--- src/hdl/lpg_pkg.sv ---
// ----------------------------------------------------------------------------
// lpg_pkg: shared definitions of the line pixel generator
// Matrix size, queue sizing and the line descriptor that passes from the
// front part to the drawing back part.
// ----------------------------------------------------------------------------
package lpg_pkg;

    localparam int WIDTH  = 16;
    localparam int HEIGHT = 64;

    // Upper bound on pixels emitted for one line.
    localparam int MAX_PIXELS = 64;
    localparam int CNT_W      = $clog2(MAX_PIXELS);

    // Depth of the queue between the front and the back.
    localparam int QUEUE_DEPTH = 2;
    localparam int QPTR_W      = (QUEUE_DEPTH > 1) ? $clog2(QUEUE_DEPTH) : 1;
    localparam int QCNT_W      = $clog2(QUEUE_DEPTH + 1);

    // One classified line command, ready to be drawn.
    typedef struct packed {
        logic [7:0]        start_x;
        logic [7:0]        start_y;
        logic [7:0]        target_x;
        logic [7:0]        target_y;
        logic [7:0]        abs_dx;
        logic signed [8:0] neg_abs_dy;
        logic signed [10:0] error_term;
        logic              step_x_neg;
        logic              step_y_neg;
        logic [7:0]        level;
    } line_desc_t;

    function automatic logic inside_matrix(input logic [7:0] x, input logic [7:0] y);
        inside_matrix = (x < 8'(WIDTH)) && (y < 8'(HEIGHT));
    endfunction

endpackage

--- src/hdl/lpg_front.sv ---
// ----------------------------------------------------------------------------
// lpg_front: command intake and classification
// Accepts line commands, derives deltas, step directions and the initial
// error term, and drops commands whose start point lies off the matrix.
// ----------------------------------------------------------------------------
module lpg_front (
    input  logic              in_valid,
    output logic              in_ready,
    input  logic [7:0]        start_x,
    input  logic [7:0]        start_y,
    input  logic [7:0]        end_x,
    input  logic [7:0]        end_y,
    input  logic [7:0]        level,
    input  logic              queue_full,
    output logic              queue_push,
    output lpg_pkg::line_desc_t desc
);
    import lpg_pkg::*;

    logic       x_up;
    logic       y_up;
    logic [7:0] abs_dy;

    assign x_up   = start_x < end_x;
    assign y_up   = start_y < end_y;
    assign abs_dy = y_up ? (end_y - start_y) : (start_y - end_y);

    always_comb
    begin
        desc.start_x    = start_x;
        desc.start_y    = start_y;
        desc.target_x   = end_x;
        desc.target_y   = end_y;
        desc.abs_dx     = x_up ? (end_x - start_x) : (start_x - end_x);
        desc.neg_abs_dy = -$signed({1'b0, abs_dy});
        desc.error_term = $signed({3'b000, desc.abs_dx}) - $signed({3'b000, abs_dy});
        desc.step_x_neg = !x_up;
        desc.step_y_neg = !y_up;
        desc.level      = level;
    end

    // A command that starts off the matrix is taken and produces nothing.
    assign in_ready   = !queue_full;
    assign queue_push = in_valid && !queue_full && inside_matrix(start_x, start_y);

endmodule

--- src/hdl/lpg_queue.sv ---
// ----------------------------------------------------------------------------
// lpg_queue: descriptor queue between front and back
// A small register FIFO that lets intake and drawing stall independently.
// ----------------------------------------------------------------------------
module lpg_queue (
    input  logic                clk,
    input  logic                rst_n,
    input  lpg_pkg::line_desc_t wr_desc,
    input  logic                push,
    output logic                full,
    input  logic                pop,
    output logic                empty,
    output lpg_pkg::line_desc_t rd_desc
);
    import lpg_pkg::*;

    line_desc_t        entry_reg [QUEUE_DEPTH];
    logic [QPTR_W-1:0] wr_ptr_reg;
    logic [QPTR_W-1:0] rd_ptr_reg;
    logic [QCNT_W-1:0] count_reg;
    logic              do_push;
    logic              do_pop;

    assign full    = count_reg == QCNT_W'(QUEUE_DEPTH);
    assign empty   = count_reg == '0;
    assign do_push = push && !full;
    assign do_pop  = pop && !empty;
    assign rd_desc = entry_reg[rd_ptr_reg];

    function automatic logic [QPTR_W-1:0] ptr_inc(input logic [QPTR_W-1:0] p);
        if (p == QPTR_W'(QUEUE_DEPTH - 1))
            ptr_inc = '0;
        else
            ptr_inc = p + 1'b1;
    endfunction

    always_ff @(posedge clk or negedge rst_n)
    begin
        if (!rst_n)
        begin
            wr_ptr_reg <= '0;
            rd_ptr_reg <= '0;
            count_reg  <= '0;
        end
        else
        begin
            if (do_push)
                wr_ptr_reg <= ptr_inc(wr_ptr_reg);
            if (do_pop)
                rd_ptr_reg <= ptr_inc(rd_ptr_reg);
            if (do_push && !do_pop)
                count_reg <= count_reg + 1'b1;
            else if (do_pop && !do_push)
                count_reg <= count_reg - 1'b1;
        end
    end

    always_ff @(posedge clk)
    begin
        if (do_push)
            entry_reg[wr_ptr_reg] <= wr_desc;
    end

endmodule

--- src/hdl/lpg_back.sv ---
// ----------------------------------------------------------------------------
// lpg_back: Bresenham stepping engine
// Walks one line a pixel per cycle while the output is not stalled, drives
// the registered pixel output and looks one step ahead to mark the final pixel.
// ----------------------------------------------------------------------------
module lpg_back (
    input  logic                clk,
    input  logic                rst_n,
    input  lpg_pkg::line_desc_t desc,
    input  logic                queue_empty,
    output logic                queue_pop,
    output logic                out_valid,
    input  logic                out_ready,
    output logic [5:0]          pixel_x,
    output logic [5:0]          pixel_y,
    output logic [7:0]          pixel_level,
    output logic                last_pixel
);
    import lpg_pkg::*;

    typedef enum logic [1:0] {
        ST_IDLE = 2'b01,
        ST_DRAW = 2'b10
    } state_t;

    state_t             state_reg, state_next;
    logic [7:0]         cur_x_reg, cur_y_reg;
    logic [7:0]         target_x_reg, target_y_reg;
    logic [7:0]         abs_dx_reg;
    logic signed [8:0]  neg_abs_dy_reg;
    logic signed [10:0] error_term_reg;
    logic               step_x_neg_reg, step_y_neg_reg;
    logic [7:0]         held_level_reg;
    logic [CNT_W-1:0]   count_reg;
    logic               out_valid_reg;

    logic signed [11:0] twice;
    logic               x_req, y_req, x_done, y_done, x_step, y_step;
    logic               reached, is_last, fire;
    logic [7:0]         nx, ny;
    logic signed [10:0] err_next;

    assign twice   = {error_term_reg[10], error_term_reg} <<< 1;
    assign x_req   = twice >= 12'(neg_abs_dy_reg);
    assign y_req   = twice <= $signed({4'b0000, abs_dx_reg});
    assign x_done  = x_req && (cur_x_reg == target_x_reg);
    assign y_done  = !x_done && y_req && (cur_y_reg == target_y_reg);
    assign x_step  = x_req && !x_done;
    assign y_step  = !x_done && y_req && !y_done;
    assign reached = (cur_x_reg == target_x_reg) && (cur_y_reg == target_y_reg);

    always_comb
    begin
        nx = cur_x_reg;
        ny = cur_y_reg;
        err_next = error_term_reg;
        if (x_step)
        begin
            nx = step_x_neg_reg ? cur_x_reg - 1'b1 : cur_x_reg + 1'b1;
            err_next = err_next + 11'(neg_abs_dy_reg);
        end
        if (y_step)
        begin
            ny = step_y_neg_reg ? cur_y_reg - 1'b1 : cur_y_reg + 1'b1;
            err_next = err_next + $signed({3'b000, abs_dx_reg});
        end
    end

    // The pixel now emitted is the final one when the next point would not be.
    assign is_last = reached || x_done || y_done || !inside_matrix(nx, ny)
                     || (count_reg == CNT_W'(MAX_PIXELS - 1));
    assign fire      = (state_reg == ST_DRAW) && (!out_valid_reg || out_ready);
    assign queue_pop = (state_reg == ST_IDLE) && !queue_empty;

    always_comb
    begin
        state_next = state_reg;
        case (state_reg)
            ST_IDLE:
                if (!queue_empty)
                    state_next = ST_DRAW;
            ST_DRAW:
                if (fire && is_last)
                    state_next = ST_IDLE;
            default:
                state_next = ST_IDLE;
        endcase
    end

    always_ff @(posedge clk or negedge rst_n)
    begin
        if (!rst_n)
        begin
            state_reg     <= ST_IDLE;
            out_valid_reg <= 1'b0;
            count_reg     <= '0;
        end
        else
        begin
            state_reg <= state_next;
            if (fire)
                out_valid_reg <= 1'b1;
            else if (out_ready)
                out_valid_reg <= 1'b0;
            if (queue_pop)
                count_reg <= '0;
            else if (fire)
                count_reg <= count_reg + 1'b1;
        end
    end

    always_ff @(posedge clk)
    begin
        if (queue_pop)
        begin
            cur_x_reg      <= desc.start_x;
            cur_y_reg      <= desc.start_y;
            target_x_reg   <= desc.target_x;
            target_y_reg   <= desc.target_y;
            abs_dx_reg     <= desc.abs_dx;
            neg_abs_dy_reg <= desc.neg_abs_dy;
            error_term_reg <= desc.error_term;
            step_x_neg_reg <= desc.step_x_neg;
            step_y_neg_reg <= desc.step_y_neg;
            held_level_reg <= desc.level;
        end
        else if (fire)
        begin
            cur_x_reg      <= nx;
            cur_y_reg      <= ny;
            error_term_reg <= err_next;
        end
        if (fire)
        begin
            pixel_x     <= cur_x_reg[5:0];
            pixel_y     <= cur_y_reg[5:0];
            pixel_level <= held_level_reg;
            last_pixel  <= is_last;
        end
    end

    assign out_valid = out_valid_reg;

    // Every point being drawn lies on the matrix.
    assert property (@(posedge clk) disable iff (!rst_n)
        (state_reg == ST_DRAW) |-> inside_matrix(cur_x_reg, cur_y_reg))
        else $error("lpg_back: drawing a point off the matrix");

    // A new line is only taken while no line is in progress.
    assert property (@(posedge clk) disable iff (!rst_n)
        queue_pop |-> (state_reg == ST_IDLE))
        else $error("lpg_back: line popped while drawing");

    // A pixel issued as final returns the engine to idle.
    assert property (@(posedge clk) disable iff (!rst_n)
        (fire && is_last) |=> (state_reg == ST_IDLE))
        else $error("lpg_back: engine kept drawing after final pixel");

    // A pixel is never overwritten before it is taken.
    assert property (@(posedge clk) disable iff (!rst_n)
        (out_valid_reg && !out_ready) |-> !fire)
        else $error("lpg_back: pending pixel overwritten");

endmodule

--- src/hdl/line_pixel_generator.sv ---
// ----------------------------------------------------------------------------
// line_pixel_generator: all-octant Bresenham line to pixel stream
// Turns a line command into the ordered pixels of an integer Bresenham line
// clipped to the WIDTH by HEIGHT matrix, each pixel flagged last or not.
//
//   channel   direction  fields                                    handshake
//   command   in         start_x start_y end_x end_y level         in_valid/in_ready
//   pixel     out        pixel_x pixel_y pixel_level last_pixel    out_valid/out_ready
//
// A line is first picked from the queue in the idle state, then one pixel
// per cycle is emitted while the output is not stalled, at most 64 per line.
// The Bresenham step loop in the back part sets this pace.
// The front takes a command whenever the two-entry queue has room, even
// while the back is drawing or a pixel waits at the output.
// A command starting off the matrix is accepted and yields no pixel.
// Reset clears the queue, the engine state and the output valid.
// ----------------------------------------------------------------------------
module line_pixel_generator (
    input  logic       clk,
    input  logic       rst_n,
    input  logic       in_valid,
    output logic       in_ready,
    input  logic [7:0] start_x,
    input  logic [7:0] start_y,
    input  logic [7:0] end_x,
    input  logic [7:0] end_y,
    input  logic [7:0] level,
    output logic       out_valid,
    input  logic       out_ready,
    output logic [5:0] pixel_x,
    output logic [5:0] pixel_y,
    output logic [7:0] pixel_level,
    output logic       last_pixel
);
    import lpg_pkg::*;

    // Classified command from the front, and the head of the queue.
    line_desc_t front_desc;
    line_desc_t head_desc;

    // Queue handshake: the front writes, the back reads.
    logic       queue_push;
    logic       queue_full;
    logic       queue_pop;
    logic       queue_empty;

    // The front part: classification and early drop of off-matrix starts.
    lpg_front u_front (
        .in_valid   (in_valid),
        .in_ready   (in_ready),
        .start_x    (start_x),
        .start_y    (start_y),
        .end_x      (end_x),
        .end_y      (end_y),
        .level      (level),
        .queue_full (queue_full),
        .queue_push (queue_push),
        .desc       (front_desc)
    );

    // The queue decouples intake from drawing.
    lpg_queue u_queue (
        .clk     (clk),
        .rst_n   (rst_n),
        .wr_desc (front_desc),
        .push    (queue_push),
        .full    (queue_full),
        .pop     (queue_pop),
        .empty   (queue_empty),
        .rd_desc (head_desc)
    );

    // The back part steps the line and owns the output register.
    lpg_back u_back (
        .clk         (clk),
        .rst_n       (rst_n),
        .desc        (head_desc),
        .queue_empty (queue_empty),
        .queue_pop   (queue_pop),
        .out_valid   (out_valid),
        .out_ready   (out_ready),
        .pixel_x     (pixel_x),
        .pixel_y     (pixel_y),
        .pixel_level (pixel_level),
        .last_pixel  (last_pixel)
    );

endmodule
--- config.mk ---
export PLATFORM = sky130hd
export DESIGN_NAME = line_pixel_generator
export DESIGN_NICKNAME = d
export VERILOG_FILES = /design/src/hdl/lpg_pkg.sv /design/src/hdl/lpg_front.sv /design/src/hdl/lpg_queue.sv /design/src/hdl/lpg_back.sv /design/src/hdl/line_pixel_generator.sv
export SDC_FILE = /design/constraint.sdc
export NUM_CORES = 1
export LEC_CHECK = 0
export BUFFER_PORTS_ARGS = -buffer_cell sky130_fd_sc_hd__buf_2
export CAP_MARGIN = 30
export CORE_ASPECT_RATIO = 1.25
export CORE_MARGIN = 10
export CORE_UTILIZATION = 50
export DETAILED_ROUTE_END_ITERATION = 16
export GPL_TIMING_DRIVEN = 0
export PLACE_DENSITY_LB_ADDON = 0.25
export SYNTH_ARGS = -nofsm -noshare
export SYNTH_HDL_FRONTEND = slang
export SYNTH_SLANG_ARGS = --single-unit
--- constraint.sdc ---
create_clock -name clk -period 6.5 [get_ports clk]
set_clock_uncertainty 0.2 [all_clocks]
set_input_delay 0.975 -clock clk [delete_from_list [all_inputs] [get_ports clk]]
set_output_delay 0.975 -clock clk [all_outputs]
set_load 0.005 [all_outputs]
==> results.ini, run 1 <==
[final_layout]
largest_register_ffs = 136
nets = 1233
instances_no_fill = 1443
final_util_pct = 57.4
syn2layout_area_growth_pct = 13.7
diodes = 0
layout-drive-gt1-share_pct = 17.0

[global_routing]
overflow = 0
grt_pass1_vias = 8082
grt_use_total_pct = 17.1
grt_pass1_wl_um = 43500
grt_max_degree = 61
antenna_found_initial = 0

[critical_path]
crit_path_start = u_back.error_term_reg[4]
crit_arrival_ns = 5.15
worstPathMaxFanout = 10
worstSetupEndpoint = u_back.error_term_reg[6]
cp-end-kind = flop
rr_startpoint = u_back.error_term_reg[4]
required_ns = 6.57
start_kind = flop
reg2reg_slack_ns = 1.42
r2r-end = u_back.error_term_reg[6]
r2r_cells = 19
crit_type = flop to flop

[synthesis]
synth_cells = 992
syn_nets = 1135
netlist_area_um2 = 12700
synth_edf_count = 227
synth_async_sr_flop_share_pct = 5.42
avgSynthCellArea_um2 = 12.8
yosys_warnings = 0
ys_seq_area_share_pct = 56.1
synth_seq_cells = 240
ys_types = 80
synth_ff_type = edfxtp_1

[power_and_ir_drop]
powerDensity_nw_per_um2 = 556
peakVddDrop_mv = 0.372
power.leakage_uw = 0.00567

[timing]
worstMarginPinSlew_ns = 0.859
finalMaxSlewViolations = 0
setup_viol = 0
finalHoldViolations = 0
whs_ns = 0.118
finalCritPeriodShare_pct = 78.1
rsz0062_at_grt = false
relSlewSlack_pct = 42.7
min_period_ns = 5.08
max_freq_ghz = 0.197

[place]
routabilityCongestion = 0.859
io_buffers = 66
post-place-cells = 1398
dp_hpwl_um = 20700

[clock_network]
cts_buffers = 25
clock-root-buffer = clkbuf_16
cts_resized = 0
cts_max_level = 1
cts.clk_slew.worst_paths_ns = 0.06
cts_hold_buf = 0
tritoncts = built
clockBufferDepth = 3
worstSkewPairLatency_ns = 0.54
post_cts_buffers = 0
clock_sinks = 240

[drt]
num_vias = 8052
vias_per_cell = 5.58
drtPass1Iterations = 5
finalWirelength_um = 27800
avgRoutedWirePerCell_um = 19.2
ant_nets = 0
drtIter0Drc = 389
drc = 0

[floorplan]
fp.dieW_um = 163
fp.dieH_um = 198
core_um2 = 25200
rows = 65
start_util_pct = 50.5
num_io_pins = 67
dieArea_um2 = 32300

[outcome]
status = complete, no violations

[worst_hold_path]
hold_path.class = input port to async pin

[job]
cap_violations = 0

synth_stat cells (3+ instances only):
cell type  instances  area [um^2]
nor2_1            56          210
nand3_1           20          100
and2_1             6         37.5
buf_2              6         30.0
a21o_1            11         82.6
inv_1             80          300
a221o_1            3         30.0
o21ai_0           25          125
a211o_1            5         43.8
edfxtp_1         227         6820
o211ai_1          10         75.1
mux2_2            53          597
or3_1              5         31.3
and3_1             4         25.0
o22ai_1            9         56.3
nand2_1           47          176
a31oi_1            4         25.0
a22oi_1            3         22.5
nand4_1            9         56.3
nor4_1             7         43.8
fa_1               9          180
o21a_1            12         90.1
dfrtp_1           12          300
xor2_1            30          263
mux2_1             4         45.0
xnor2_1           33          289
nor3_1             8         40.0
nand2b_1           8         50.1
o21bai_1           3         22.5
mux2i_1           32          320
a211oi_1          19          143
nor2b_1           14         87.6
clkbuf_1          15         56.3
ha_1              90         1130
a21oi_1           45          225
o2111ai_1          4         35.0
o21ai_1           13         65.1
report_power, final:
group	switching, uW	leakage, uW	internal [uW]
clock	582	0.000418	905
sequential	272	0.00227	2230
combinational	2350	0.00299	1700
cells by family after synthesis:
group / synth area share, %
flip-flops: 56.1
AND/OR/NAND/NOR: 7.93
AO/OA/AOI/OAI: 10.4
buffers and inverters: 3.24
adder cells (fa/ha/maj): 10.3
multiplexers: 7.56
XOR/XNOR: 4.46
worst max-delay path, stage by stage, from the launching register on:
cell,delay (ns)
edfxtp_1,0.45
ha_1,0.36
a211oi_2,0.19
o21bai_1,0.10
a211o_1,0.29
a221o_1,0.37
buf_2,0.22
nand2_1,0.15
buf_4,0.22
mux2_1,0.37
ha_1,0.22
fa_1,0.42
a21o_1,0.19
a21oi_1,0.23
o21bai_1,0.10
a21oi_1,0.24
xor2_1,0.17
nor2_1,0.05
a211oi_1,0.22
a21oi_1,0.06
layout by cell type, fill, tap and decap left out, drive strengths merged, types with 30 or more instances in the layout:
cell	netlist	final
edfxtp	227	227
ha	90	90
inv	81	82
buf	9	80
mux2	57	57
nor2	56	56
nand2	49	49
a21oi	46	46
clkbuf	15	42
o21ai	38	38
xnor2	34	34
mux2i	32	32
xor2	30	30
worst min path at each step:
stage                             startpoint                     to  slack [ns]
finish                                 rst_n    u_back.count_reg[5]        0.12
global route                           rst_n   u_queue.count_reg[1]        0.12
CTS                                    rst_n    u_back.count_reg[3]        0.10
detailed placement  u_back.held_level_reg[7]  u_back.pixel_level[7]        0.21
global placement    u_back.held_level_reg[6]  u_back.pixel_level[6]        0.20
floorplan           u_back.held_level_reg[0]  u_back.pixel_level[0]        0.20
layer usage:
layer | share of wire, % | GRT usage [%]
met4 | 1.9 | 4.38
met2 | 52 | 31.1
met1 | 42 | 20.8
met3 | 4.1 | 2.23
met5 | 0 | 0
cell type report:
cell class,count,area (um^2)
repair buffers,71,445
clock inverters,18,231
flip-flops and latches,240,7140
plain buffers,24,110
inverters,81,304
multi-input cells,647,5180
clock buffers,27,633
fillers,2117,10700
well taps,335,419
per-stage QoR:
stage	area [um^2]	power (uW)	setup TNS, ns	setup WS [ns]
after floorplan	12700	5510	0	1.52
after global placement	13500	6420	-62.75	-0.930
after detailed placement	13600	6550	0	1.34
after CTS	14500	8080	0	1.43
after global routing	14500	8650	0	1.13
final	14500	8050	0	1.42
No activity file was read; power rests on OpenSTA's default activity.
==> run 2: changes to the inputs <==
==> constraint.sdc (replaced) <==
create_clock -name clk -period 4.3 [get_ports clk]
set_clock_uncertainty 0.2 [all_clocks]
set_input_delay 0.645 -clock clk [delete_from_list [all_inputs] [get_ports clk]]
set_output_delay 0.645 -clock clk [all_outputs]
set_load 0.005 [all_outputs]
==> run 2 against run 1 <==
Against the previous run:
- the flow now finishes with violations (setup timing)
- cell area increased by 1.7%
- sequential power increased by 51%
- non-clock buffer count increased by 19
- global-route usage increased by 0.16 points
- worst hold slack got worse by 0.033 ns
- combinational power increased by 68%
- total power increased by 58%
- worst setup slack got worse by 1.4 ns
- first-iteration DRC count increased by 39%
- clock power increased by 41%
- count of clock-buffer cells in the layout increased by 3
- largest cell class unchanged
- largest power group unchanged
==> results.ini, run 2 (synthesis gave the netlist of run 1 again) <==
[critical_path]
crit_chain = inv_2 -> ha_4 -> a211oi_2 -> o21bai_1 -> a211o_1 -> a221o_1 -> nand2_4 -> mux2_4 -> ha_4 -> fa_2 -> a21o_1 -> a21oi_2 -> o21bai_1 -> a21oi_2 -> xor2_1 -> nor2_1 -> a211oi_1 -> a21oi_1
crit_slowest_cell = edfxtp_1
required_ns = 4.38
worstPathMaxFanout = 5
crit_arrival_ns = 4.38
cpPeakStageDelay_ns = 0.45
cp-end-kind = flop
crit_type = flop to flop
rr_startpoint = u_back.neg_abs_dy_reg[5]
crit_path_start = u_back.neg_abs_dy_reg[5]
start_kind = flop

[timing]
min_period_ns = 4.30
finalHoldViolations = 0
max_freq_ghz = 0.233
setup_viol = 1
worstMarginPinSlew_ns = 0.881
finalCritPeriodShare_pct = 100
finalMaxSlewViolations = 0
relSlewSlack_pct = 41.3
fin_tns_setup_ns = -0.000715
setup_ws_ns = -0.000715
rsz0062_at_grt = true

[drt]
finalWirelength_um = 28100
avgRoutedWirePerCell_um = 19.3
vias_per_cell = 5.55
ant_nets = 0
drtPass1Iterations = 5
drtIter0Drc = 541
num_vias = 8096
drc = 0

[outcome]
status = finished with violations
violations = setup timing

[global_routing]
grt_use_total_pct = 17.3
grt_max_degree = 61
grt_pass1_vias = 8199
antenna_found_initial = 0
overflow = 0
grt_pass1_wl_um = 43900

[floorplan]
core_um2 = 25200
start_util_pct = 50.5
num_io_pins = 67
rows = 65
dieArea_um2 = 32300
fp.dieH_um = 198
fp.dieW_um = 163

[final_layout]
nets = 1252
final_common_cell = edfxtp_1
syn2layout_area_growth_pct = 15.6
instances_no_fill = 1459
layout-drive-gt1-share_pct = 20.6
final_util_pct = 58.4
largest_register_ffs = 136
diodes = 0
most-common-layout-cells = 227 x edfxtp_1, 84 x ha_1, 79 x inv_1, 72 x buf_2, 55 x nor2_1
num-fill-cells = 2049

[place]
post-place-cells = 1398
io_buffers = 66
dp_hpwl_um = 20900
routabilityCongestion = 0.860

[job]
cap_violations = 0

[worst_hold_path]
min-delay-start = level[5]
hold_path.class = input port to flop

[power_and_ir_drop]
power.leakage_uw = 0.00575
peakVddDrop_mv = 0.540
power_uw = 12700
powerDensity_nw_per_um2 = 865

[clock_network]
cts_buffers = 25
clock_sinks = 240
clockBufferDepth = 3
cts_max_level = 1
clock-root-buffer = clkbuf_16
tritoncts = built
worstSkewPairLatency_ns = 0.55
cts.clk_slew.worst_paths_ns = 0.06

## run 2: changes by cell type in the layout (fill, tap and decap cells not counted), moves of 3 or more
cell and change:
buf_4 +19, ha_1 -6, a21oi_1 -5, a21oi_2 +5
clkinv_1 -5, ha_4 +5, bufinv_16 -3, clkbuf_1 +3
mux2i_1 -3, mux2i_2 +3, o21ai_0 -3, o21ai_2 +3
xnor2_1 -3, xnor2_2 +3
## run 2: cell type report
class | count | area, um^2 | area share [%]
timing repair buffer | 92 | 613 | 4.17
clock buffer | 30 | 644 | 4.38
sequential | 240 | 7140 | 48.5
buffer | 22 | 97.6 | 0.663
multi-input combinational | 647 | 5350 | 36.4
inverter | 81 | 304 | 2.07
clock inverter | 12 | 143 | 0.969
tap | 335 | 419 | 2.85
## run 2: stage by stage
step / area [um^2] / worst slack (ns) / hold slack, ns
floorplan: 12800 / 0.0353 / 0.149
global placement: 13500 / -0.963 / 0.202
detailed placement: 13700 / -0.495 / 0.205
CTS: 14500 / -0.139 / 0.0611
global route: 14700 / -0.145 / 0.0694
finish: 14700 / -0.000715 / 0.0851
## run 2: path summary, 6_finish.rpt
path                                                  to  slack, ns  cells after the start
min in group asynchronous            u_back.count_reg[2]       0.33                      2
worst min register to register     u_back.pixel_level[3]       0.22                      0
worst max register to register  u_back.error_term_reg[6]    -0.0007                     18
max in group asynchronous            u_back.state_reg[0]       3.28                      2
worst min-delay path             u_queue.entry_reg[0][5]       0.09                      1
worst max-delay path            u_back.error_term_reg[6]    -0.0007                     18
## run 2: what timing repair did
action,CTS,global route
setup buffers,8,12
hold buffers,1,0
resized for setup,10,19
endpoints found under the hold margin,12,0
endpoints found under the setup margin,8,14
pin swaps,7,20
## run 2: per-layer routing
metal | wire (um) | track usage, % | up-vias | share of wire, %
li1 | - | - | 3941 | -
met1 | 11500 | 20.8 | 3921 | 41
met2 | 14700 | 30.9 | 183 | 52
met3 | 1200 | 2.13 | 51 | 4.3
met4 | 750 | 6.19 | 0 | 2.7
met5 | 0 | 0 | - | 0
## run 2: critical path, delay by kind of cell, from the launching register on
family                   cells  cell delay [ns]
XOR/XNOR                     1             0.16
multiplexers                 1             0.34
AO/OA/AOI/OAI               10             1.85
AND/OR/NAND/NOR              2             0.18
flip-flops                   1             0.45
adder cells (fa/ha/maj)      3             0.73
buffers and inverters        1             0.11
## run 2: report_power, final
part / total [uW] / internal, uW / switching [uW]
clock network: 2100 / 1200 / 903
logic: 6830 / 3080 / 3750
registers: 3800 / 3380 / 426
total: 12700 / 7650 / 5080
